--- config.mk ---
export PLATFORM = sky130hd
export DESIGN_NAME = multicart_outer_bank_translator_core
export DESIGN_NICKNAME = d
export VERILOG_FILES = /design/src/rtl/mobt_pkg.sv /design/src/rtl/multicart_outer_bank_translator_core.sv /design/src/rtl/mobt_xlate.sv
export SDC_FILE = /design/constraint.sdc
export NUM_CORES = 1
export LEC_CHECK = 0
export ABC_AREA = 1
export BUFFER_PORTS_ARGS = -buffer_cell sky130_fd_sc_hd__buf_4
export CORE_ASPECT_RATIO = 1.2
export CORE_MARGIN = 5
export CORE_UTILIZATION = 43
export DETAILED_ROUTE_END_ITERATION = 10
export HOLD_SLACK_MARGIN = 0.08
export PLACE_DENSITY = 0.68
export SYNTH_ARGS = -nofsm -noshare
export SYNTH_HDL_FRONTEND = slang
export SYNTH_SLANG_ARGS = --single-unit
export TNS_END_PERCENT = 1
--- constraint.sdc ---
create_clock -name clk -period 6 [get_ports clk]
set_input_delay 0.9 -clock clk [delete_from_list [all_inputs] [get_ports clk]]
set_output_delay 0.9 -clock clk [all_outputs]
set_load 0.02 [all_outputs]
--- src/rtl/mobt_pkg.sv ---
// Package for the multicart outer bank translator: commands, state and result types.
`timescale 1ns / 1ps
package mobt_pkg;

  // Command codes carried by in_cmd
  typedef enum logic [2:0] {
    CMD_REG_WRITE  = 3'd0,
    CMD_CPU_READ   = 3'd1,
    CMD_PRG_XLATE  = 3'd2,
    CMD_CHR_XLATE  = 3'd3,
    CMD_SOFT_RESET = 3'd4
  } cmd_t;

  localparam int unsigned BANK_W = 10;
  localparam int unsigned BYTE_W = 8;

  // Upper three address bits of the 0x6000-0x7FFF register window
  localparam logic [2:0] REG_WINDOW = 3'b011;

  // PRG masks: 128K outer block or 256K outer block
  localparam logic [7:0] PRG_MASK_SMALL = 8'h0F;
  localparam logic [7:0] PRG_MASK_LARGE = 8'h1F;

  // Outer register bit positions
  localparam int unsigned OR_PRG_A17    = 0;
  localparam int unsigned OR_PRG_128K   = 1;
  localparam int unsigned OR_CHR_128K   = 2;
  localparam int unsigned OR_CHR_A18    = 3;
  localparam int unsigned OR_PRG_A18    = 4;
  localparam int unsigned OR_DIP_EN     = 5;
  localparam int unsigned OR_NROM       = 6;
  localparam int unsigned OR_NROM_256   = 7;

  // Architectural state of the block
  typedef struct packed {
    logic [7:0] mode;
    logic [7:0] outer;
    logic [7:0] dip;
  } regs_t;

  // One result word
  typedef struct packed {
    logic [BANK_W-1:0] bank;
    logic [BYTE_W-1:0] read_data;
  } res_t;

endpackage

--- src/rtl/multicart_outer_bank_translator_core.sv ---
// Top level: outer bank translator with state registers and output skid buffer.
`timescale 1ns / 1ps
// Takes one word per clock while in_stall is low and returns exactly one result
// word for each, in the output register at the accepting edge when out_stall
// is low. The outer and mode registers and DIP counter update at the edge that
// accepts the word, so the next word already sees the new state. Results leave
// through an output register with a one-word skid stage; in_stall comes only
// from the skid stage, so result-side stalls reach the input once it fills;
// while out_stall is low the rate stays one word per cycle. cfg_wr_data sets
// the small-PRG-ROM flag (reset value 1) and should only be written while idle.
module multicart_outer_bank_translator_core
  import mobt_pkg::*;
(
  input  logic              clk,
  input  logic              rst_n,
  input  logic              cfg_wr_en,
  input  logic              cfg_wr_data,
  input  logic              in_valid,
  output logic              in_stall,
  input  logic [2:0]        in_cmd,
  input  logic [15:0]       in_addr,
  input  logic [7:0]        in_value,
  input  logic [7:0]        in_inner_bank_six,
  input  logic [7:0]        in_inner_bank_seven,
  input  logic              in_wram_writable,
  input  logic [7:0]        in_cart_byte,
  output logic              out_valid,
  input  logic              out_stall,
  output logic [BANK_W-1:0] out_bank,
  output logic [BYTE_W-1:0] out_read_data
);

  regs_t regs_r, regs_nxt, regs_calc;
  logic  small_r;
  res_t  res;
  res_t  out_res_r, out_res_nxt;
  res_t  skid_res_r, skid_res_nxt;
  logic  out_vld_r, out_vld_nxt;
  logic  skid_vld_r, skid_vld_nxt;
  logic  in_acc;
  logic  out_acc;

  assign in_stall  = skid_vld_r;
  assign in_acc    = in_valid && !in_stall;
  assign out_acc   = out_vld_r && !out_stall;

  // Datapath
  mobt_xlate u_xlate (
    .regs             (regs_r),
    .small_prg_rom    (small_r),
    .cmd              (cmd_t'(in_cmd)),
    .addr             (in_addr),
    .value            (in_value),
    .inner_bank_six   (in_inner_bank_six),
    .inner_bank_seven (in_inner_bank_seven),
    .wram_writable    (in_wram_writable),
    .cart_byte        (in_cart_byte),
    .res              (res),
    .regs_nxt         (regs_calc)
  );

  assign regs_nxt = in_acc ? regs_calc : regs_r;

  // State and config registers
  always_ff @(posedge clk) begin
    if (!rst_n) begin
      regs_r  <= '0;
      small_r <= 1'b1;
    end else begin
      regs_r <= regs_nxt;
      if (cfg_wr_en) begin
        small_r <= cfg_wr_data;
      end
    end
  end

  // Output register and skid stage
  always_comb begin
    out_vld_nxt  = out_vld_r;
    skid_vld_nxt = skid_vld_r;
    out_res_nxt  = out_res_r;
    skid_res_nxt = skid_res_r;
    if (!out_vld_r || out_acc) begin
      if (skid_vld_r) begin
        out_res_nxt  = skid_res_r;
        out_vld_nxt  = 1'b1;
        skid_vld_nxt = 1'b0;
      end else begin
        out_res_nxt = res;
        out_vld_nxt = in_acc;
      end
    end else if (in_acc) begin
      skid_res_nxt = res;
      skid_vld_nxt = 1'b1;
    end
  end

  always_ff @(posedge clk) begin
    if (!rst_n) begin
      out_vld_r  <= 1'b0;
      skid_vld_r <= 1'b0;
    end else begin
      out_vld_r  <= out_vld_nxt;
      skid_vld_r <= skid_vld_nxt;
    end
  end

  // Payload, no reset
  always_ff @(posedge clk) begin
    out_res_r  <= out_res_nxt;
    skid_res_r <= skid_res_nxt;
  end

  assign out_valid     = out_vld_r;
  assign out_bank      = out_res_r.bank;
  assign out_read_data = out_res_r.read_data;

`ifndef NO_ASSERTIONS
  // Skid stage only holds a word behind a full output register
  a_skid_behind_out: assert property (@(posedge clk) disable iff (!rst_n)
    skid_vld_r |-> out_vld_r)
    else $error("skid word without output word");

  // Soft reset advances the DIP counter by one
  a_dip_step: assert property (@(posedge clk) disable iff (!rst_n)
    (in_acc && (in_cmd == CMD_SOFT_RESET)) |=> (regs_r.dip == 8'($past(regs_r.dip) + 8'd1)))
    else $error("DIP counter did not advance on soft reset");

  // Only writes and soft resets touch the outer register
  a_outer_hold: assert property (@(posedge clk) disable iff (!rst_n)
    (!in_acc || ((in_cmd != CMD_REG_WRITE) && (in_cmd != CMD_SOFT_RESET)))
      |=> $stable(regs_r.outer))
    else $error("outer register changed without write or soft reset");

  // An accepted word always leaves the output register valid next cycle
  a_result_follows: assert property (@(posedge clk) disable iff (!rst_n)
    in_acc |=> out_vld_r)
    else $error("accepted word produced no result");
`endif

endmodule

--- src/rtl/mobt_xlate.sv ---
// Translate datapath: result word and next register state for one input word.
`timescale 1ns / 1ps
module mobt_xlate
  import mobt_pkg::*;
(
  input  regs_t       regs,
  input  logic        small_prg_rom,
  input  cmd_t        cmd,
  input  logic [15:0] addr,
  input  logic [7:0]  value,
  input  logic [7:0]  inner_bank_six,
  input  logic [7:0]  inner_bank_seven,
  input  logic        wram_writable,
  input  logic [7:0]  cart_byte,
  output res_t        res,
  output regs_t       regs_nxt
);

  logic [7:0] prg_mask;
  logic [7:0] prg_base;
  logic [7:0] prg_inner;
  logic [7:0] prg_bank;
  logic [9:0] chr_bank;
  logic       dip_sel;
  logic       reg_hit;

  // PRG: outer base over the inner 8K bank, NROM modes take banks 6/7
  always_comb begin
    prg_mask = regs.outer[OR_PRG_128K] ? PRG_MASK_SMALL : PRG_MASK_LARGE;
    prg_base = {1'b0, regs.outer[OR_DIP_EN], regs.outer[OR_PRG_A18],
                regs.outer[OR_PRG_A17], 4'b0000};
    if (regs.outer[OR_NROM]) begin
      prg_inner = addr[13] ? inner_bank_seven : inner_bank_six;
      if (regs.outer[OR_NROM_256]) begin
        prg_inner[1] = addr[14];
      end
    end else begin
      prg_inner = value;
    end
    prg_bank = (prg_base & ~prg_mask) | (prg_inner & prg_mask);
  end

  // CHR: bit 7 comes from the outer base in 128K mode
  assign chr_bank = {regs.outer[OR_DIP_EN], regs.outer[OR_CHR_A18],
                     regs.outer[OR_CHR_128K] ? regs.outer[OR_PRG_A17] : value[7],
                     value[6:0]};

  assign dip_sel = addr[15] &&
                   (regs.mode[0] || (regs.outer[OR_DIP_EN] && small_prg_rom));
  assign reg_hit = wram_writable && (addr[15:13] == REG_WINDOW);

  // Result and state update per command
  always_comb begin
    res      = '0;
    regs_nxt = regs;
    case (cmd)
      CMD_REG_WRITE: begin
        if (reg_hit) begin
          if (addr[0]) begin
            regs_nxt.outer = value;
          end else begin
            regs_nxt.mode = value;
            if (!value[0] && small_prg_rom) begin
              regs_nxt.outer[OR_DIP_EN] = 1'b0;
            end
          end
        end
      end
      CMD_CPU_READ: begin
        res.read_data = dip_sel ? regs.dip : cart_byte;
      end
      CMD_PRG_XLATE: begin
        res.bank = {2'b00, prg_bank};
      end
      CMD_CHR_XLATE: begin
        res.bank = chr_bank;
      end
      CMD_SOFT_RESET: begin
        regs_nxt.mode  = '0;
        regs_nxt.outer = '0;
        regs_nxt.dip   = regs.dip + 8'd1;
      end
      default: begin
        res = '0;
      end
    endcase
  end

endmodule

# Word level (Yosys, flattened, before mapping)
# Index checks and enable logic that the tools add are counted.
# classes
n_reduce_logical	20
mux	17
add_sub_neg	1
bitwise	6
n_eq_ne	9
# op_table
cell	count
8-bit two-way mux	4
10-bit one-hot mux with 2 select lines	1
18-bit two-way mux	1
9-bit one-hot mux with 2 select lines	1
4-bit AND reduction	3
5-bit two-way mux	2
3-bit by 2-bit == test with 1-bit output, second input constant	3
9-bit two-way mux	1
8-bit by 1-bit adder with 8-bit output, second input constant	1
7-bit by 8-bit AND with 8-bit output	1
8-bit AND	1
8-bit NOT	1
8-bit bitwise OR	1
1-bit logical AND	6
1-bit two-way mux	6
1-bit zero test	4
2-bit inequality test, second input constant	2
2-bit AND reduction	2
3-bit by 1-bit == test with 1-bit output, second input constant	1
3-bit == test, second input constant	1
3-bit zero test	1
3-bit by 2-bit inequality test with 1-bit output, second input constant	1
1-bit logical OR	2
2-bit two-way mux	1
4 further kinds	5
# totals
register_bits	56
out_inout_bits	20
input_bits	58
wordCells	64

# Depth between registers and ports, before layout
# logic_depth
ltp_word	7
depth_mapped	9
depth_no_buf	8

# Cells and area by module
# From an unflattened synthesis, not the netlist that was laid out.
# hier_totals
hier_cells	517
area_unflattened_um2	3569.7
# modules_own_cells
module	seq_area_each_um2	cells_each	instances	area_each_um2
multicart_outer_bank_translator_core	1621.6	263	1	2448.6
mobt_xlate	0.0	254	1	1121.1

# Worst setup path before layout
# No wires, ideal clock.
# synth_path
path_kind	in2reg
start	input out_stall
end	register skid_res_r[0] in the netlist's numbering (enable)
path_buffers	0
setup_time_ns	0.393
path_slack_ns	3.415
stages	2
required_time_ns	5.607
arrival_time_ns	2.193
cell_sequence	nand2_1 nor2_1
# synth_between
elab_chain_len	5
# synth_rtl
item	line_no	text
start: declaration	multicart_outer_bank_translator_core.sv:28	input logic out_stall,
1-bit zero test	multicart_outer_bank_translator_core.sv:45	assign out_acc = out_vld_r && !out_stall;
1-bit logical AND	multicart_outer_bank_translator_core.sv:45	
1-bit logical OR	multicart_outer_bank_translator_core.sv:83	if (!out_vld_r || out_acc) begin
1-bit NOT (no line)	--	
2-bit AND reduction (no line)	--	
end signal: assignment	multicart_outer_bank_translator_core.sv:111	skid_res_r <= skid_res_nxt;
end: declaration	multicart_outer_bank_translator_core.sv:37	res_t skid_res_r, skid_res_nxt;
# No other way between the ends.
# A chain may end at the register's enable or synchronous reset.

# Worst setup path after layout
# layout_path
start	register skid_vld_r (netlist: in_stall)
end	output in_stall
# layout_lines
item	line_no	text
start: declaration	multicart_outer_bank_translator_core.sv:39	logic skid_vld_r, skid_vld_nxt;
start signal: assignment	multicart_outer_bank_translator_core.sv:104	skid_vld_r <= skid_vld_nxt;
end: declaration	multicart_outer_bank_translator_core.sv:19	output logic in_stall,
# No word-level cell between the ends.

==> metrics <==
via/cell ratio=4.60; post-synthesis area per instance=7.89 um2; I/O pin count=78; required time of the worst setup path=5.10 ns; I/O Buffers=59; Synth warnings=0; Setup Viol. Count Final=0; Buf/Inv on CP=1; Worst path max stage delay=0.90 ns; synthesis-to-finish area growth=22.0%; Power Density=218 nW/um2; crit path DAT=1.48 ns; Nets=472; startpoint types=register; CP max-delay cell=dfxtp_1; P_int=553 uW; setup TNS=0 ns; worst hold slack=0.493 ns; Sink Count=56; relative slew slack=42.2%; ANT nets after route=0; Top delay family on crit path=flip-flops; Antenna Cells=0; Max Clock Skew=0.00605 ns; Comb power frac=13.8%; Tmin final=2.38 ns; CTS H-tree lvls=2; post-layout util=53.2%; largest net degree at the start of global routing=30; clock buffer count from CTS=5; Hold Fails Final Rpt=0; vias in the first global route=2067; fraction of layout cells with a size suffix above 1=19.3%; Clock Tree Root=clkbuf_8; Max-cap violations=0; unrepaired setup endpoints after global routing=no; Non-Filler Instances=499; Seq/Total Area, Yosys=53.4%; max-slew violations=0; DRC=0; leak pwr=0.00164 uW; clock power share=27.6%; Die Y=98.0 um; Worst IR Drop VDD=96.0 uV; Initial Utilization=43.6%; Die Area=8170 um2; iteration count of the initial detailed-routing pass=4; fmax=420 MHz; clock-pin slew on the worst setup and hold paths=0.10 ns; worst hold path class=reg2reg; switching share of power=25.1%; CTS max path bufs=2; Setup crit end kind=output port; Core ar.=6370 um2; WS Path Type=reg2out; die width=83.4 um; Switch Pwr=185 uW; Syn Nets=411; cts repair resizes=0; power share of the sequential group=58.6%; Site Rows=32; mapped cell area=2780 um2; status=complete, no violations; DR WL/cell=10.9 um; fin crit share=39.7%; Post-DP HPWL=4300 um; Vias=2296; Mapped Cells=352; clk_lat worst skew=0.31 ns; Max FO, Critical Path=29; first-pass GRT wire length=9160 um; worst-path cell chain=buf_4; global route overflow=0; count of state elements after synthesis=56; CTS tree=done; initial antenna violation count=0; drt total wl=5430 um; # hold bufs at CTS=0; FILL cells=611; worst-margin pin slew=0.865 ns; GRT Total Usage=13.5%; DR iter-0 viols=71; Post-CTS Setup Bufs=0; Inst Count DP=491; synth unique cells=27; routability-driven placement congestion ratio=0.853
==> routing by layer <==
metal / vias up / share of wire (%) / track usage, %
li1: 1241 / - / -
met1: 992 / 45 / 16.5
met2: 53 / 47 / 22.7
met3: 10 / 5.3 / 3.38
met4: 0 / 2.5 / 5.66
met5: - / 0 / 0
==> worst paths after layout <==
check                              start                      to  slack, ns  cells after the start
setup / recovery   in_stall$_SDFFE_PP0P_                in_stall       3.62                      1
hold reg to reg   regs_r[7]$_SDFFE_PN0P_  regs_r[7]$_SDFFE_PN0P_       0.49                      2
setup reg to reg   in_stall$_SDFFE_PP0P_  regs_r[3]$_SDFFE_PN0P_       3.98                      7
hold / removal    regs_r[7]$_SDFFE_PN0P_  regs_r[7]$_SDFFE_PN0P_       0.49                      2
==> cell usage in the layout, fill, tap and decap left out, types with 2 or more instances in the layout <==
cell type | netlist | layout
inv_1 | 52 | 52
dfxtp_1 | 20 | 20
nand2_1 | 137 | 137
nor2_2 | 2 | 2
nand2_2 | 2 | 2
inv_2 | 2 | 2
buf_4 | 1 | 60
o21ai_0 | 18 | 18
clkinv_4 | 1 | 2
nor2_1 | 21 | 21
nand3_1 | 22 | 22
nand4_1 | 10 | 10
edfxtp_1 | 36 | 36
clkbuf_8 | 0 | 5
a21oi_1 | 12 | 12
==> layout make-up <==
class | count | area (um2) | share of cell area, %
Timing Repair Buffer | 60 | 450 | 13.3
Clock inverter | 2 | 16.3 | 0.480
Clock buffer | 6 | 72.6 | 2.14
Multi-Input combinational cell | 235 | 1050 | 31.0
Tap cell | 85 | 106 | 3.14
Inverter | 55 | 211 | 6.24
Sequential cell | 56 | 1480 | 43.7
==> flip-flops by register name, indices dropped and copies added (netlist names) <==
| signal | cells |
|---|---|
| regs_r | 17 |
| out_bank | 10 |
| small_r | 1 |
| out_read_data | 8 |
| skid_res_r | 18 |
| out_valid | 1 |
| in_stall | 1 |
==> stage by stage <==
stage / worst slack, ns / instance area [um2] / power, uW
2_1_floorplan: 3.41 / 2780 / 496
3_3_place_gp: 3.71 / 3300 / 543
3_5_place_dp: 3.72 / 3300 / 544
4_1_cts: 3.61 / 3390 / 745
5_1_grt: 3.49 / 3390 / 775
6_report: 3.62 / 3390 / 738
==> kinds of logic (layout without fill, tap and decap cells) <==
family / Yosys count / in the layout / synth area share [%]
compound gates: 33 / 33 / 6.22
xor+xnor: 1 / 1 / 0.316
fa+ha+maj: 1 / 1 / 0.451
buf+inv: 61 / 123 / 8.83
flops: 56 / 56 / 53.4
simple gates: 200 / 200 / 30.8
==> Yosys cell counts <==
| master | n | area share, % |
|---|---|---|
| nand2_1 | 137 | 19 |
| clkbuf_1 | 4 | 0.54 |
| nor3_1 | 1 | 0.18 |
| a211oi_1 | 1 | 0.27 |
| nor2_1 | 21 | 2.8 |
| edfxtp_1 | 36 | 39 |
| nand3_4 | 1 | 0.63 |
| inv_2 | 2 | 0.27 |
| nand2_2 | 2 | 0.45 |
| nor3_2 | 1 | 0.36 |
| clkinv_4 | 1 | 0.32 |
| nand3_1 | 22 | 4.0 |
| nand2_4 | 1 | 0.41 |
| o21ai_2 | 1 | 0.32 |
| nor2_4 | 1 | 0.41 |
| ha_1 | 1 | 0.45 |
| buf_4 | 1 | 0.27 |
| a21oi_1 | 12 | 2.2 |
| o21ai_0 | 18 | 3.2 |
| nand3_2 | 1 | 0.36 |
| nor2_2 | 2 | 0.45 |
| nand4_1 | 10 | 2.3 |
| buf_6 | 1 | 0.41 |
| xor2_1 | 1 | 0.32 |
| a31oi_1 | 1 | 0.23 |
| inv_1 | 52 | 7.0 |
| dfxtp_1 | 20 | 14 |
==> power by group through the flow <==
stage	clock [uW]	combinational [uW]	sequential (uW)
floorplan	0	41.5	454
global placement	0	102	441
detailed placement	0	103	442
CTS	209	103	433
global route	227	114	434
finish	204	102	433
(Power assumes the default switching activity.)
